`src/eabv_pkg.sv`:
```
package eabv_pkg;

  localparam int OUT_FRAC_BITS = 14;
  localparam int TRIG_STEPS    = 16;
  localparam int WF            = 30;

  localparam int ANGLE_LIMIT = 23040;
  localparam int MAG_W       = 15;
  localparam int U_W         = 20;
  localparam int P_W         = 33;
  localparam int Q_W         = 14;
  localparam int RECIP_SH    = 26;
  localparam int DIV_CONST   = 45;

  // 2^23 = 45 * T_MUL + 23, so mag * 2^23 / 45 splits into an exact product
  // and a small quotient that a reciprocal multiply resolves.
  localparam logic [17:0] T_MUL   = 18'd186413;
  localparam logic [20:0] RECIP45 = 21'd1491308;

  typedef logic signed [15:0] angle_t;
  typedef logic signed [33:0] cw_t;
  typedef logic signed [31:0] tw_t;
  typedef logic signed [15:0] comp_t;

  localparam cw_t CORDIC_GAIN = 34'sd652032874;

  typedef struct packed {
    angle_t pitch_angle;
    angle_t yaw_angle;
    angle_t roll_angle;
  } angles_t;

  typedef struct packed {
    cw_t  x;
    cw_t  y;
    cw_t  z;
    logic flip;
  } lane_t;

  typedef struct packed {
    lane_t pitch;
    lane_t yaw;
    lane_t roll;
  } trio_t;

  typedef struct packed {
    comp_t forward_x;
    comp_t forward_y;
    comp_t forward_z;
    comp_t right_x;
    comp_t right_y;
    comp_t right_z;
    comp_t up_x;
    comp_t up_y;
    comp_t up_z;
  } basis_t;

  function automatic cw_t atan_val(input int i);
    case (i)
      0:       atan_val = 34'sd536870912;
      1:       atan_val = 34'sd316933406;
      2:       atan_val = 34'sd167458907;
      3:       atan_val = 34'sd85004756;
      4:       atan_val = 34'sd42667331;
      5:       atan_val = 34'sd21354465;
      6:       atan_val = 34'sd10679838;
      7:       atan_val = 34'sd5340245;
      8:       atan_val = 34'sd2670163;
      9:       atan_val = 34'sd1335087;
      10:      atan_val = 34'sd667544;
      11:      atan_val = 34'sd333772;
      12:      atan_val = 34'sd166886;
      13:      atan_val = 34'sd83443;
      14:      atan_val = 34'sd41722;
      15:      atan_val = 34'sd20861;
      16:      atan_val = 34'sd10430;
      17:      atan_val = 34'sd5215;
      18:      atan_val = 34'sd2608;
      19:      atan_val = 34'sd1304;
      20:      atan_val = 34'sd652;
      21:      atan_val = 34'sd326;
      22:      atan_val = 34'sd163;
      23:      atan_val = 34'sd81;
      24:      atan_val = 34'sd41;
      25:      atan_val = 34'sd20;
      26:      atan_val = 34'sd10;
      27:      atan_val = 34'sd5;
      28:      atan_val = 34'sd3;
      29:      atan_val = 34'sd1;
      30:      atan_val = 34'sd1;
      default: atan_val = 34'sd0;
    endcase
  endfunction

  // Q2.30 product, rounded to nearest with ties toward plus infinity.
  function automatic tw_t qmul(input tw_t a, input tw_t b);
    logic signed [63:0] p;
    p = a * b;
    p = p + 64'sd536870912;
    qmul = p[61:30];
  endfunction

  function automatic comp_t to_out(input cw_t v);
    localparam int SH = WF - OUT_FRAC_BITS;
    localparam cw_t ONE = 34'sd1 <<< OUT_FRAC_BITS;
    cw_t r;
    if (SH == 0) begin
      r = v;
    end else begin
      r = (v + (34'sd1 <<< (SH - 1))) >>> SH;
    end
    if (r > ONE) r = ONE;
    if (r < -ONE) r = -ONE;
    if (r > 34'sd32767) r = 34'sd32767;
    if (r < -34'sd32768) r = -34'sd32768;
    to_out = r[15:0];
  endfunction

endpackage

```
`src/eabv_prep.sv`:
```
module eabv_prep (
  input  logic              clk_i,
  input  logic              rst_ni,
  input  logic              valid_i,
  output logic              ready_o,
  input  eabv_pkg::angles_t angles_i,
  output logic              valid_o,
  input  logic              ready_i,
  output eabv_pkg::trio_t   trio_o
);
  import eabv_pkg::*;

  typedef struct packed {
    logic           neg;
    logic [U_W-1:0] u;
    logic [P_W-1:0] p;
  } s1_t;

  typedef struct packed {
    logic           neg;
    logic [U_W-1:0] u;
    logic [P_W-1:0] p;
    logic [Q_W-1:0] qa;
  } s2_t;

  logic [2:0] v_q;
  logic [3:0] en;
  s1_t        s1_d [3];
  s1_t        s1_q [3];
  s2_t        s2_d [3];
  s2_t        s2_q [3];
  lane_t      s3_d [3];
  lane_t      s3_q [3];
  angle_t     raw  [3];

  assign raw[0] = angles_i.pitch_angle;
  assign raw[1] = angles_i.yaw_angle;
  assign raw[2] = angles_i.roll_angle;

  always_comb begin
    en[3] = ready_i;
    for (int i = 2; i >= 0; i--) en[i] = !v_q[i] || en[i+1];
  end
  assign ready_o = en[0];

  always_comb begin
    for (int k = 0; k < 3; k++) begin
      angle_t         a;
      logic [MAG_W-1:0] mag;
      logic [40:0]    prod;
      logic [20:0]    rem;
      logic [Q_W:0]   q;
      logic [33:0]    t;
      logic [33:0]    tn;
      cw_t            z;
      a = raw[k];
      if (a > 16'(ANGLE_LIMIT)) a = 16'(ANGLE_LIMIT);
      if (a < -16'(ANGLE_LIMIT)) a = -16'(ANGLE_LIMIT);
      mag = a[15] ? MAG_W'(-a) : a[MAG_W-1:0];
      s1_d[k].neg = a[15];
      s1_d[k].u   = U_W'(mag) * U_W'(23) + U_W'(22);
      s1_d[k].p   = P_W'(mag) * P_W'(T_MUL);

      prod = 41'(s1_q[k].u) * 41'(RECIP45);
      s2_d[k].neg = s1_q[k].neg;
      s2_d[k].u   = s1_q[k].u;
      s2_d[k].p   = s1_q[k].p;
      s2_d[k].qa  = prod[RECIP_SH+Q_W-1:RECIP_SH];

      // The reciprocal underestimates the quotient by at most one.
      rem = 21'(s2_q[k].u) - 21'(s2_q[k].qa) * 21'(DIV_CONST);
      q   = (rem >= 21'(DIV_CONST)) ? (Q_W+1)'(s2_q[k].qa) + 1'b1 : (Q_W+1)'(s2_q[k].qa);
      t   = 34'(s2_q[k].p) + 34'(q);
      tn  = s2_q[k].neg ? -t : t;
      z   = 34'(signed'(tn[31:0]));
      s3_d[k].flip = 1'b0;
      if (z > 34'sd1073741824) begin
        z = z - 34'sd2147483648;
        s3_d[k].flip = 1'b1;
      end else if (z < -34'sd1073741824) begin
        z = z + 34'sd2147483648;
        s3_d[k].flip = 1'b1;
      end
      s3_d[k].x = CORDIC_GAIN;
      s3_d[k].y = '0;
      s3_d[k].z = z;
    end
  end

  always_ff @(posedge clk_i or negedge rst_ni) begin
    if (!rst_ni) begin
      v_q <= '0;
    end else begin
      if (en[0]) v_q[0] <= valid_i;
      if (en[1]) v_q[1] <= v_q[0];
      if (en[2]) v_q[2] <= v_q[1];
    end
  end

  always_ff @(posedge clk_i) begin
    if (en[0]) s1_q <= s1_d;
    if (en[1]) s2_q <= s2_d;
    if (en[2]) s3_q <= s3_d;
  end

  assign valid_o      = v_q[2];
  assign trio_o.pitch = s3_q[0];
  assign trio_o.yaw   = s3_q[1];
  assign trio_o.roll  = s3_q[2];
endmodule

```
`config.mk`:
```
export PLATFORM = sky130hd
export DESIGN_NAME = eabv_prep
export DESIGN_NICKNAME = d
export VERILOG_FILES = /design/src/eabv_pkg.sv /design/src/eabv_prep.sv
export SDC_FILE = /design/constraint.sdc
export NUM_CORES = 2
export LEC_CHECK = 0
export ABC_AREA = 1
export BUFFER_PORTS_ARGS = -buffer_cell sky130_fd_sc_hd__buf_2
export CAP_MARGIN = 0
export CORE_MARGIN = 4
export CORE_UTILIZATION = 65
export CTS_CLUSTER_DIAMETER = 30
export DETAILED_ROUTE_END_ITERATION = 6
export PLACE_DENSITY_LB_ADDON = 0.1
export SLEW_MARGIN = 20
export SYNTH_ARGS = -nofsm -noshare
export SYNTH_HDL_FRONTEND = slang
export SYNTH_SLANG_ARGS = --single-unit
```
`constraint.sdc`:
```
create_clock -name clk_i -period 12.4 [get_ports clk_i]
set_input_delay 2.48 -clock clk_i [delete_from_list [all_inputs] [get_ports clk_i]]
set_output_delay 2.48 -clock clk_i [all_outputs]
set_load 0.02 [all_outputs]
```
# Yosys cells after proc, flatten, opt, wreduce, memory -nomap -nowiden
# Cells that the tools add are included.
# word_totals
regBits	468
output_inout_bits	311
# classes
add_sub_neg	24
mul	12
n_lt_le_gt_ge	15
mux	24
reduce_logical	6
# ops
cell	count
two-way mux 34 bit	6
multiplier 20 x 19 -> 38 bit (second input constant)	3
adder 32 x 33 -> 34 bit (second input constant)	3
subtractor 32 x 33 -> 34 bit (second input constant)	3
adder 32 x 15 -> 32 bit	3
> comparator 32 bit (second input constant)	3
< comparator 32 x 31 -> 1 bit (second input constant)	3
multiplier 15 x 18 -> 32 bit (second input constant)	3
two-way mux 16 bit	6
two-way mux 32 bit	3
negation 32 bit	3
two-way mux 15 bit	6
greater-or-equal comparator 21 x 6 -> 1 bit (second input constant)	3
subtractor 20 x 20 -> 21 bit	3
adder 20 x 5 -> 20 bit (second input constant)	3
multiplier 14 x 6 -> 20 bit (second input constant)	3
multiplier 15 x 5 -> 20 bit (second input constant)	3
> comparator 16 bit (second input constant)	3
< comparator 16 bit (second input constant)	3
adder 14 x 1 -> 15 bit (second input constant)	3
negation 15 bit	3
zero test 1 bit	3
logical OR 1 bit	3
two-way mux 1 bit	3

# Longest topological paths before layout
# depth
ltp_word	10
ltp_mapped	56
ltp_nobuf	54

# Worst setup path before layout
# OpenSTA, ideal clock, no wires.
# synth_path
kind	input to output
startpoint	input ready_i
endpoint	output ready_o
arrival_ps	8440
required_time_ps	9920
slack_ps	1480
cell_stages	4
path_cell_list	inv_1 -> nand2_1 -> nor2_1 -> nand2_1
# synth_via
elab_chain_len	3
# synth_rtl
item	line	text
start: declaration	eabv_prep.sv:8	input logic ready_i,
logical OR 1 bit	eabv_prep.sv:42	for (int i = 2; i >= 0; i--) en[i] = !v_q[i] || en[i+1];
net en[2]	eabv_prep.sv:27	logic [3:0] en;
logical OR 1 bit (2 in series)	eabv_prep.sv:42	
end: declaration	eabv_prep.sv:5	output logic ready_o,
# The timed path passes the listed nets, and every way through them passes these cells.

==> out/metrics.csv <==
metric,value,unit
sequential share of the synthesized area,19.5,%
# Max-Cap Violations,0,
Crit path max-delay family,adder cells,
Clock Path Buffers,3,
met1 Usage GRT,39.3,%
relative slew slack,31.6,%
met2 Use GR,51.0,%
final core utilization,70.2,%
First DRT Iteration DRCs,3180,
Core Rows,120,
total gr overflow,0,
r2r endpoint,trio_o[239],
number of synthesized flops with an enable pin,456,
gpl congestion,0.971,
Setup Skew,0.0479,ns
first-pass GRT wire length,272,mm
DRC violation count after routing,1,
FF-to-FF path depth,47,
"Cell Area, Placed",72300,sq um
vias per cell,5.35,
Post-synth ARST share,0.654,%
cts-stage hold buffer count,0,
wire per inst,16.3,um
met3 usage,3.88,%
max incr delay on CP,0.57,ns
Initial Util,65.6,%
Crit path buffers/inverters,6,
die footprint,114000,sq um
Sum Neg Setup Slack,0,ns
antenna violations before repair,1,
core region area,108000,sq um
clock sinks,459,
type of origin of the critical path,primary input,
failing checks,DRC,
Layout area overhead,6.96,%
number of global-route vias before repair,54806,
CP endpoint kind,flip-flop,
Synth area leader,fa_1,
CP max-delay cell,fa_1,
Synth top cells by count,"inv_1 (1970), nand2_1 (1581), ha_1 (1127)",
Fin Hold WS,0.385,ns
RSZ-0062 raised after global routing,no,
cells after synthesis,8353,
path length in cells of the critical path,38,
n_diodes,0,
TritonCTS clock tree,done,
"Hold Violations, Final",0,
HP Class,reg2reg,
PostCTS Resize Cnt,0,
area share of the largest cell type after synthesis,21.2,%
Post-CTS Setup Inserts,0,
Final Cell Area,75500,sq um
status,"finished, violations left",
Worst Tran Pin Value,1.03,ns
crit path kind,in2reg,
I/O Pins,363,
routed wire length,164,mm
DR vias,53875,
die height,338,um
endpoint of the worst hold-timing path,s2_q[158],
chip width,338,um
most numerous cell in the Yosys netlist,inv_1,
CTS Buf Count,93,
synthesized flop and latch total,459,
Critical R2R Launch,s2_q[142],
CP max FO,17,
clk_lat worst skew,0.67,ns
DRT Pass-1 Iters,7,
Worst Min Path Start,s1_q[116],
max-slew violations,0,
layout cell share with drive strength beyond 1,5.03,%
top_reg_cell synth,edfxtp_1,
Tmin final,10.59,ns
gr busiest metal,met2,
Worst path most repeated cell,a21oi_1,
syn avg cell area,8.45,sq um
detailed placement HPWL,141,mm
clk root buf,clkbuf_16,
Critical Path AT,11.00,ns
clk slew on worst S/H paths,0.05,ns
"Period Utilization, post-route",85.4,%
Yosys warnings,0,
IO buf count,158,
fmax,94.4,MHz
library cells used by synthesis,62,
htree depth,3,
Synth Cell Area,70600,sq um
gr usage total,29.5,%
ANT nets after route,0,
final-report setup violation count,0,
largest net degree at the start of global routing,131,
Hold Path Depth,0,
WP data required,12.81,ns
Layout Nets,10516,
"reg-to-reg slack, setup",3.70,ns
synth top area cells,"fa_1 (21%), ha_1 (20%), edfxtp_1 (19%)",
==> cell usage in the layout (no fill, tap or decap), types with 158 or more instances in the layout <==
cell type and count:
inv_1 1969, edfxtp_1 456, a21oi_1 344, ha_1 1127, buf_2 158, conb_1 204
nand2_1 1579, xor2_1 226, nand3_1 461, fa_1 749, nor2_1 445, o21ai_0 164
==> kinds of logic after synthesis <==
family | after synthesis | share of synthesized area, %
compound gates | 687 | 5.49
xor+xnor | 326 | 4.08
fa+ha+maj | 1876 | 41.2
buf+inv | 2220 | 13.0
flops | 459 | 19.5
other cells | 2 | 0.0106
simple gates | 2783 | 16.7
==> metrics by stage <==
stage	std cells	worst slack [ns]
2_1_floorplan	8555	1.48
3_3_place_gp	9896	1.28
4_1_cts	10066	1.87
3_5_place_dp	9896	1.16
5_1_grt	10066	1.08
6_report	10066	1.81
==> worst reg2reg max path, delay by kind of cell (launching register included) <==
kind                       cells  cell delay [ns]
xor gates and xnor gates       2             0.38
AOI/OAI and AO/OA              4             0.84
buffers and inverters          6             0.44
adders and majority gates      7             2.73
DFF                            1             0.55
and+or+nand+nor               28             3.55
==> worst max path at each step <==
stage / startpoint / to
global placement: angles_i[23] / s1_q[84]
finish: angles_i[23] / s1_q[84]
detailed placement: angles_i[23] / s1_q[84]
global route: angles_i[23] / s1_q[84]
floorplan: ready_i / ready_o
CTS: angles_i[23] / s1_q[84]
==> flip-flops by register name, summed over array words and instances (netlist names) <==
register	count
s2_q	198
s1_q	156
trio_o	102
v_q	3
==> final cells by class <==
cell class,count,area (sq um)
multi-input cells,5876,48400
inverters,1982,7450
repair buffers,176,926
clock inverters,66,768
fillers,8615,32000
well taps,1403,1760
clock buffers,104,2390
flip-flops and latches,459,13800
==> per-layer routing <==
layer	wire length (um)	up-vias
met3	9060	292
met2	79100	1532
met4	4860	0
li1	-	26518
met1	71100	25533
met5	0	-
Power is not shown: default switching activity piles up to over one toggle a cycle in this logic, so the estimate is an artifact.
